`config.mk`:
```
export PLATFORM = sky130hd
export DESIGN_NAME = staggered_lamp_scheduler_top
export DESIGN_NICKNAME = d
export VERILOG_FILES = /design/src/hw/rtl/sls_pkg.sv /design/src/hw/rtl/sls_ovr.sv /design/src/hw/rtl/sls_sched.sv /design/src/hw/rtl/staggered_lamp_scheduler_top.sv
export SDC_FILE = /design/constraint.sdc
export NUM_CORES = 1
export LEC_CHECK = 0
export ABC_AREA = 1
export BUFFER_PORTS_ARGS = -buffer_cell sky130_fd_sc_hd__buf_2
export CORE_ASPECT_RATIO = 1.1
export CORE_MARGIN = 1
export CORE_UTILIZATION = 30
export CTS_CLUSTER_DIAMETER = 30
export CTS_CLUSTER_SIZE = 10
export DETAILED_ROUTE_END_ITERATION = 10
export GPL_TIMING_DRIVEN = 0
export PLACE_DENSITY_LB_ADDON = 0.08
export SETUP_SLACK_MARGIN = 0.4
export SYNTH_ARGS = -nofsm -noshare
export SYNTH_HDL_FRONTEND = slang
export SYNTH_SLANG_ARGS = --single-unit
```
`constraint.sdc`:
```
create_clock -name clk -period 6.5 [get_ports clk]
set_clock_uncertainty 0.15 [all_clocks]
set_input_delay 0.65 -clock clk [delete_from_list [all_inputs] [get_ports clk]]
set_output_delay 0.65 -clock clk [all_outputs]
set_load 0.05 [all_outputs]
```
`src/hw/rtl/sls_pkg.sv`:
```
// shared types, codes and constants of the staggered lamp scheduler
package sls_pkg;

	// minutes in a day and the time range used by the lamp compares
	localparam int TIME_W = 11;
	localparam int CALC_W = 14;
	localparam logic signed [CALC_W-1:0] DAY_MIN = 14'sd1440;

	// override hold time and lamp count
	localparam logic [31:0] HOLD_MS = 32'd1800000;
	localparam int LAMP_COUNT = 3;
	localparam int LAMP_W = 3;
	localparam int LAMP_OUT = (LAMP_COUNT < LAMP_W) ? LAMP_COUNT : LAMP_W;

	// configuration register indexes
	localparam int CFG_IDX_W = 3;
	localparam logic [CFG_IDX_W-1:0] REG_LAMP_INTERVAL  = 3'd0;
	localparam logic [CFG_IDX_W-1:0] REG_MORNING_HOUR   = 3'd1;
	localparam logic [CFG_IDX_W-1:0] REG_MORNING_MINUTE = 3'd2;
	localparam logic [CFG_IDX_W-1:0] REG_EVENING_HOUR   = 3'd3;
	localparam logic [CFG_IDX_W-1:0] REG_EVENING_MINUTE = 3'd4;

	// override mode codes as reported on the result
	localparam logic [1:0] MODE_NONE = 2'd0;
	localparam logic [1:0] MODE_ON   = 2'd1;
	localparam logic [1:0] MODE_OFF  = 2'd2;

	typedef struct packed {
		logic [7:0] lamp_interval;
		logic [4:0] morning_hour;
		logic [5:0] morning_minute;
		logic [4:0] evening_hour;
		logic [5:0] evening_minute;
	} sls_cfg_t;

	typedef struct packed {
		logic [1:0] mode;
		logic       beep;
	} ovr_res_t;

endpackage

```
`src/hw/rtl/sls_ovr.sv`:
```
// manual override state machine with hold deadline and end-of-override beep
module sls_ovr (
	input  logic              clk,
	input  logic              arst_n,
	input  logic              fire,
	input  logic              cmd,
	input  logic [31:0]       now_ms,
	input  logic              is_day,
	output sls_pkg::ovr_res_t res
);
	import sls_pkg::*;

	typedef enum logic [2:0] {
		ST_NONE = 3'b001,
		ST_ON   = 3'b010,
		ST_OFF  = 3'b100
	} ovr_state_t;

	ovr_state_t  state_q, state_d, first;
	logic [31:0] deadline_q, deadline_d;
	logic        beep_d;

	assign first = is_day ? ST_OFF : ST_ON;

	always_comb begin
		state_d    = state_q;
		deadline_d = deadline_q;
		beep_d     = 1'b0;
		// press steps the cycle and restarts the hold
		if (cmd) begin
			if (state_q == ST_NONE)
				state_d = first;
			else if (state_q == first)
				state_d = (first == ST_OFF) ? ST_ON : ST_OFF;
			else
				state_d = ST_NONE;
			deadline_d = now_ms + HOLD_MS;
		end
		// lapse, unsigned compare
		if (state_d != ST_NONE && now_ms >= deadline_d)
			state_d = ST_NONE;
		if (state_d == ST_NONE && deadline_d != '0) begin
			deadline_d = '0;
			beep_d     = 1'b1;
		end
	end

	always_comb begin
		unique case (state_d)
			ST_ON:   res.mode = MODE_ON;
			ST_OFF:  res.mode = MODE_OFF;
			ST_NONE: res.mode = MODE_NONE;
			default: res.mode = MODE_NONE;
		endcase
		res.beep = beep_d;
	end

	always_ff @(posedge clk or negedge arst_n) begin
		if (!arst_n) begin
			state_q    <= ST_NONE;
			deadline_q <= '0;
		end else if (fire) begin
			state_q    <= state_d;
			deadline_q <= deadline_d;
		end
	end

endmodule

```
`src/hw/rtl/sls_sched.sv`:
```
// per-lamp on/off window compares with day wrap, then the override and is_day select
module sls_sched (
	input  sls_pkg::sls_cfg_t cfg,
	input  logic [4:0]        now_hour,
	input  logic [5:0]        now_minute,
	input  logic              is_day,
	input  logic [1:0]        mode,
	output logic [2:0]        lamp_on
);
	import sls_pkg::*;

	logic [TIME_W-1:0]        now_t, morn_t, eve_t;
	logic signed [CALC_W-1:0] now_v, morn_v, eve_v;
	logic [LAMP_W-1:0]        sched_mask;

	assign now_t  = TIME_W'(now_hour) * TIME_W'(60) + TIME_W'(now_minute);
	assign morn_t = TIME_W'(cfg.morning_hour) * TIME_W'(60) + TIME_W'(cfg.morning_minute);
	assign eve_t  = TIME_W'(cfg.evening_hour) * TIME_W'(60) + TIME_W'(cfg.evening_minute);
	assign now_v  = $signed(CALC_W'(now_t));
	assign morn_v = $signed(CALC_W'(morn_t));
	assign eve_v  = $signed(CALC_W'(eve_t));

	always_comb begin
		logic signed [CALC_W-1:0] t_on, t_off;
		logic                     lit;
		sched_mask = '0;
		for (int i = 0; i < LAMP_OUT; i++) begin
			t_on  = morn_v + $signed(CALC_W'(cfg.lamp_interval) * CALC_W'(i));
			t_off = eve_v - $signed(CALC_W'(cfg.lamp_interval) * CALC_W'(LAMP_COUNT - 1 - i));
			// switch-on side
			if (now_v >= morn_v)
				lit = (now_v >= t_on);
			else if (t_on >= DAY_MIN)
				lit = (now_v >= t_on - DAY_MIN);
			else
				lit = 1'b1;
			// switch-off side
			if (now_v < eve_v) begin
				if (now_v >= t_off)
					lit = 1'b0;
			end else if (t_off < 0) begin
				if (now_v >= t_off + DAY_MIN)
					lit = 1'b0;
			end
			sched_mask[i] = lit;
		end
	end

	always_comb begin
		priority if (mode == MODE_OFF || !is_day)
			lamp_on = '0;
		else if (mode == MODE_ON)
			lamp_on = '1;
		else
			lamp_on = sched_mask;
	end

endmodule

```
`src/hw/rtl/staggered_lamp_scheduler_top.sv`:
```
// top level of the staggered lamp scheduler
//
// usage
//  - input channel (in_valid / in_stall) carries one transaction per tick or
//    button press: cmd, now_ms, now_hour, now_minute, is_day
//  - output channel (out_valid / out_stall) returns exactly one transaction
//    per input transaction: lamp_on, beep, override_mode
//  - an accepted input passes from the input register through one pass of
//    override and lamp logic into the result register when that register
//    is empty or being drained
//  - throughput: one transaction per cycle while the output is not stalled,
//    the pass from the input register to the result register being combinational
//  - a stalled result holds in the result register; the input register keeps
//    the next transaction, and in_stall rises only while both are full
//  - configuration: cfg_wr_en writes cfg_data into register cfg_index
//    (0 interval, 1..2 morning hour/minute, 3..4 evening hour/minute);
//    other indexes are ignored; write only while no transaction is in flight
//  - reset (arst_n low) empties both registers, clears the override and its
//    deadline and loads the default schedule 08:00 to 20:00, 30 min apart
module staggered_lamp_scheduler_top (
	input  logic                          clk,
	input  logic                          arst_n,
	// configuration write port
	input  logic                          cfg_wr_en,
	input  logic [sls_pkg::CFG_IDX_W-1:0] cfg_index,
	input  logic [7:0]                    cfg_data,
	// input channel
	input  logic                          in_valid,
	output logic                          in_stall,
	input  logic                          cmd,
	input  logic [31:0]                   now_ms,
	input  logic [4:0]                    now_hour,
	input  logic [5:0]                    now_minute,
	input  logic                          is_day,
	// output channel
	output logic                          out_valid,
	input  logic                          out_stall,
	output logic [2:0]                    lamp_on,
	output logic                          beep,
	output logic [1:0]                    override_mode
);
	import sls_pkg::*;

	sls_cfg_t    cfg_q;

	// input register
	logic        valid_s1;
	logic        cmd_s1;
	logic [31:0] now_ms_s1;
	logic [4:0]  now_hour_s1;
	logic [5:0]  now_minute_s1;
	logic        is_day_s1;

	// result register
	logic        valid_s2;
	logic [2:0]  lamp_on_s2;
	logic        beep_s2;
	logic [1:0]  mode_s2;

	logic        advance, fire;
	ovr_res_t    ovr_res;
	logic [2:0]  lamp_d;

	// result register can take a new transaction when empty or being drained
	assign advance  = !valid_s2 || !out_stall;
	assign fire     = valid_s1 && advance;
	assign in_stall = valid_s1 && !advance;

	// configuration registers
	always_ff @(posedge clk or negedge arst_n) begin
		if (!arst_n) begin
			cfg_q.lamp_interval  <= 8'd30;
			cfg_q.morning_hour   <= 5'd8;
			cfg_q.morning_minute <= 6'd0;
			cfg_q.evening_hour   <= 5'd20;
			cfg_q.evening_minute <= 6'd0;
		end else if (cfg_wr_en) begin
			unique case (cfg_index)
				REG_LAMP_INTERVAL:  cfg_q.lamp_interval  <= cfg_data;
				REG_MORNING_HOUR:   cfg_q.morning_hour   <= cfg_data[4:0];
				REG_MORNING_MINUTE: cfg_q.morning_minute <= cfg_data[5:0];
				REG_EVENING_HOUR:   cfg_q.evening_hour   <= cfg_data[4:0];
				REG_EVENING_MINUTE: cfg_q.evening_minute <= cfg_data[5:0];
				default: ;
			endcase
		end
	end

	// input register control
	always_ff @(posedge clk or negedge arst_n) begin
		if (!arst_n)
			valid_s1 <= 1'b0;
		else if (!in_stall)
			valid_s1 <= in_valid;
	end

	// input register payload
	always_ff @(posedge clk) begin
		if (in_valid && !in_stall) begin
			cmd_s1        <= cmd;
			now_ms_s1     <= now_ms;
			now_hour_s1   <= now_hour;
			now_minute_s1 <= now_minute;
			is_day_s1     <= is_day;
		end
	end

	// override state updates only when the transaction moves on
	sls_ovr u_ovr (
		.clk    (clk),
		.arst_n (arst_n),
		.fire   (fire),
		.cmd    (cmd_s1),
		.now_ms (now_ms_s1),
		.is_day (is_day_s1),
		.res    (ovr_res)
	);

	// lamp mask uses the override after this transaction
	sls_sched u_sched (
		.cfg        (cfg_q),
		.now_hour   (now_hour_s1),
		.now_minute (now_minute_s1),
		.is_day     (is_day_s1),
		.mode       (ovr_res.mode),
		.lamp_on    (lamp_d)
	);

	// result register control
	always_ff @(posedge clk or negedge arst_n) begin
		if (!arst_n)
			valid_s2 <= 1'b0;
		else if (advance)
			valid_s2 <= valid_s1;
	end

	// result register payload
	always_ff @(posedge clk) begin
		if (fire) begin
			lamp_on_s2 <= lamp_d;
			beep_s2    <= ovr_res.beep;
			mode_s2    <= ovr_res.mode;
		end
	end

	assign out_valid     = valid_s2;
	assign lamp_on       = lamp_on_s2;
	assign beep          = beep_s2;
	assign override_mode = mode_s2;

endmodule

```
==> impl_metrics.tcl <==
set metrics [dict create \
    outcome "finished, final reports clean" \
    r2r_slack_ps 600 \
    slew-limit-headroom 0.162 \
    cp-end-kind "register" \
    dieArea_um2 44800 \
    num-nets-final 2275 \
    synth-simple-area-share 0.283 \
    antenna_found_initial 1 \
    rr_endpoint "lamp_on[2]" \
    dpl.hpwl_um 30100 \
    synth-xor-area-share 0.0352 \
    post-route-period-util 0.908 \
    path_clk_slew_ps 60 \
    worstPathArrival_ps 5890 \
    clockBufferDepth 2 \
    yosysTopAreaCell "ha_1" \
    htree_levels 4 \
    drt_pre_antenna_iters 6 \
    ys.flop_type "dfrtp_1" \
    coreArea_um2 43300 \
    multi_input_area_um2 9060 \
    holdBufCountCts 0 \
    path_max_fanout 5 \
    final_cell_mix "nand2_1 (517), inv_1 (283), ha_1 (200), nor2_1 (145)" \
    row_count 80 \
    synthCells 1853 \
    n_fill_cell 4647 \
    synth.avg_cell_area_um2 7.11 \
    cts_tree "yes" \
    startpoint_type "register" \
    synth_top_family_by_area "simple AND/OR/NAND/NOR gates" \
    vias 11860 \
    routed_wl_um 37100 \
    fp.dieW_um 202 \
    drive_above_1_share 0.131 \
    rsz0062_at_grt "yes" \
    synth_compound_area_frac 0.0932 \
    gp_congestion 0.833 \
    worst_pin_slew_ps 1250 \
    cts_root_buffer "clkbuf_16" \
    grt_pass1_wl_um 60600 \
    crit_required_ps 6490 \
    syn_area_um2 13200 \
    synth_area_leaders "ha_1 (20%), nand2_1 (15%), edfxtp_1 (12%), dfrtp_1 (11%), inv_1 (8.3%)" \
    yosysSeqAreaShare 0.244 \
    place_inst 2499 \
    ant_nets 0 \
    clkLatencyLatePin_ps 440 \
    r2r_cells 34 \
    regArea_um2 3220 \
    die_y_um 222 \
    grt_overflow 0 \
    ys_ff_latch 118 \
    wire_per_inst_um 14.5 \
    first_global_vias 11673 \
    final_common_cell "nand2_1" \
    viasPerCell 4.63 \
    max_freq_ghz 0.169 \
    min_period_ps 5900 \
    initial_core_util 0.304 \
    drtIter0Drc 677 \
    ys_warn_count 0 \
    grt_max_degree 39 \
    port_buffers 68 \
    cp-startpoint "cfg_q[18]" \
    synth_cell_types 50 \
    finalSetupViolations 0 \
    diodes 0 \
    synth_async_sr_flop_share 0.568 \
    yosysTopAreaCellShare 0.201 \
    grt_usage 0.171 \
    cpMaxStageDelayCell "fa_1" \
    max_stage_delay_ps 580 \
    synthMuxAreaShare 0.00532 \
    numCtsBuffers 17 \
    rr_startpoint "cfg_q[18]" \
    synth_adder_area_share 0.244 \
    synth_edf_count 51 \
    cts_num_sinks 118 \
    cap_violations 0 \
    hp-class "in2async" \
    maxSlewViolCount 0 \
    area_growth_syn_to_layout_pct 17.3 \
    finalHoldViolCount 0 \
    route.detailed.drc 0 \
    syn_nets 2154 \
    io_pins 69 \
    crit_top_cell "nand2_1" \
    layoutNonFillerInstCount 2561 \
    crit_type "reg2reg" \
]
Yosys cell counts (5+ instances only):
cell type,n
nor2_1,151
ha_1,212
o21ai_0,71
nor3_1,18
nand2_1,535
xnor2_1,18
o21bai_1,6
nand4_1,38
clkbuf_1,10
mux2i_1,7
xor2_1,35
inv_1,293
or2_2,5
clkinv_1,5
nand2_2,16
dfrtp_1,59
a21oi_1,104
inv_2,6
fa_1,28
a211oi_1,7
nand3_1,100
edfxtp_1,51
o211ai_1,5
a31oi_1,7
nand3b_1,11
dfstp_2,8
metrics by stage:
| stage | cell area [um2] | TNS [ps] | hold slack, ps | utilization | worst slack, ps |
|---|---|---|---|---|---|
| floorplan | 13200 | 0 | 204 | - | 927 |
| global route | 15500 | 0 | 58.5 | 0.357 | 220 |
| global placement | 14200 | -199 | 308 | 0.328 | -199 |
| finish | 15500 | 0 | 16.6 | 0.357 | 597 |
| detailed placement | 14300 | 0 | 314 | 0.331 | 123 |
| CTS | 15000 | 0 | 29.6 | 0.346 | 347 |
critical path: cells and delay by family (launching register included):
family / cells / cell delay [ps]
XOR/XNOR: 1 / 120
AO/OA/AOI/OAI: 6 / 790
buffers and inverters: 3 / 240
AND/OR/NAND/NOR: 18 / 1450
adder cells (fa/ha/maj): 6 / 2410
flip-flops: 1 / 440
cells by family (layout without fill, tap and decap cells):
kind of cell               count (synthesis)  in the layout
AOI/OAI and AO/OA                        223            223
xor gates and xnor gates                  53             53
adders and majority gates                240            240
buffers and inverters                    323            457
DFF                                      118            118
muxes                                      7              7
and+or+nand+nor                          889            889
layer usage:
layer / up-vias / global-route usage / share of wire
met5: - / 0 / 0
met4: 0 / 0.0437 / 0.016
met3: 27 / 0.0194 / 0.024
met2: 146 / 0.301 / 0.49
met1: 5430 / 0.220 / 0.47
li1: 6257 / - / -
layout make-up:
cell class,count,area share
Buffer,19,0.00712
Clock buffer,24,0.0325
Clock inverter,8,0.00291
Inverter,304,0.0746
Multi-Input combinational cell,1412,0.587
Sequential cell,118,0.208
Tap cell,574,0.0465
Timing Repair Buffer,102,0.0413
sequential cells by signal (all words and copies together), names as in the netlist, 2 cells and up:
register and flops:
override_mode 2, now_minute_s1 6, now_ms_s1 32, u_ovr.deadline_q 32
cfg_q 30, lamp_on 3, u_ovr.state_q 3, now_hour_s1 5
how the worst max path moves through the flow:
| stage | end |
|---|---|
| final | lamp_on[2] |
| after global routing | lamp_on[1] |
| after CTS | lamp_on[2] |
| after detailed placement | lamp_on[2] |
| after global placement | lamp_on[0] |
| after floorplan | lamp_on[1] |
timing repair:
action | CTS | global route
hold endpoints to repair | 0 | 0
setup buffers | 2 | 28
setup endpoints to repair | 3 | 3
gates resized for setup | 13 | 74
pin swaps | 2 | 31
Power is left out: the tool's default activity adds up to more than one toggle a clock period on the data nets, which glitch-free logic cannot reach.
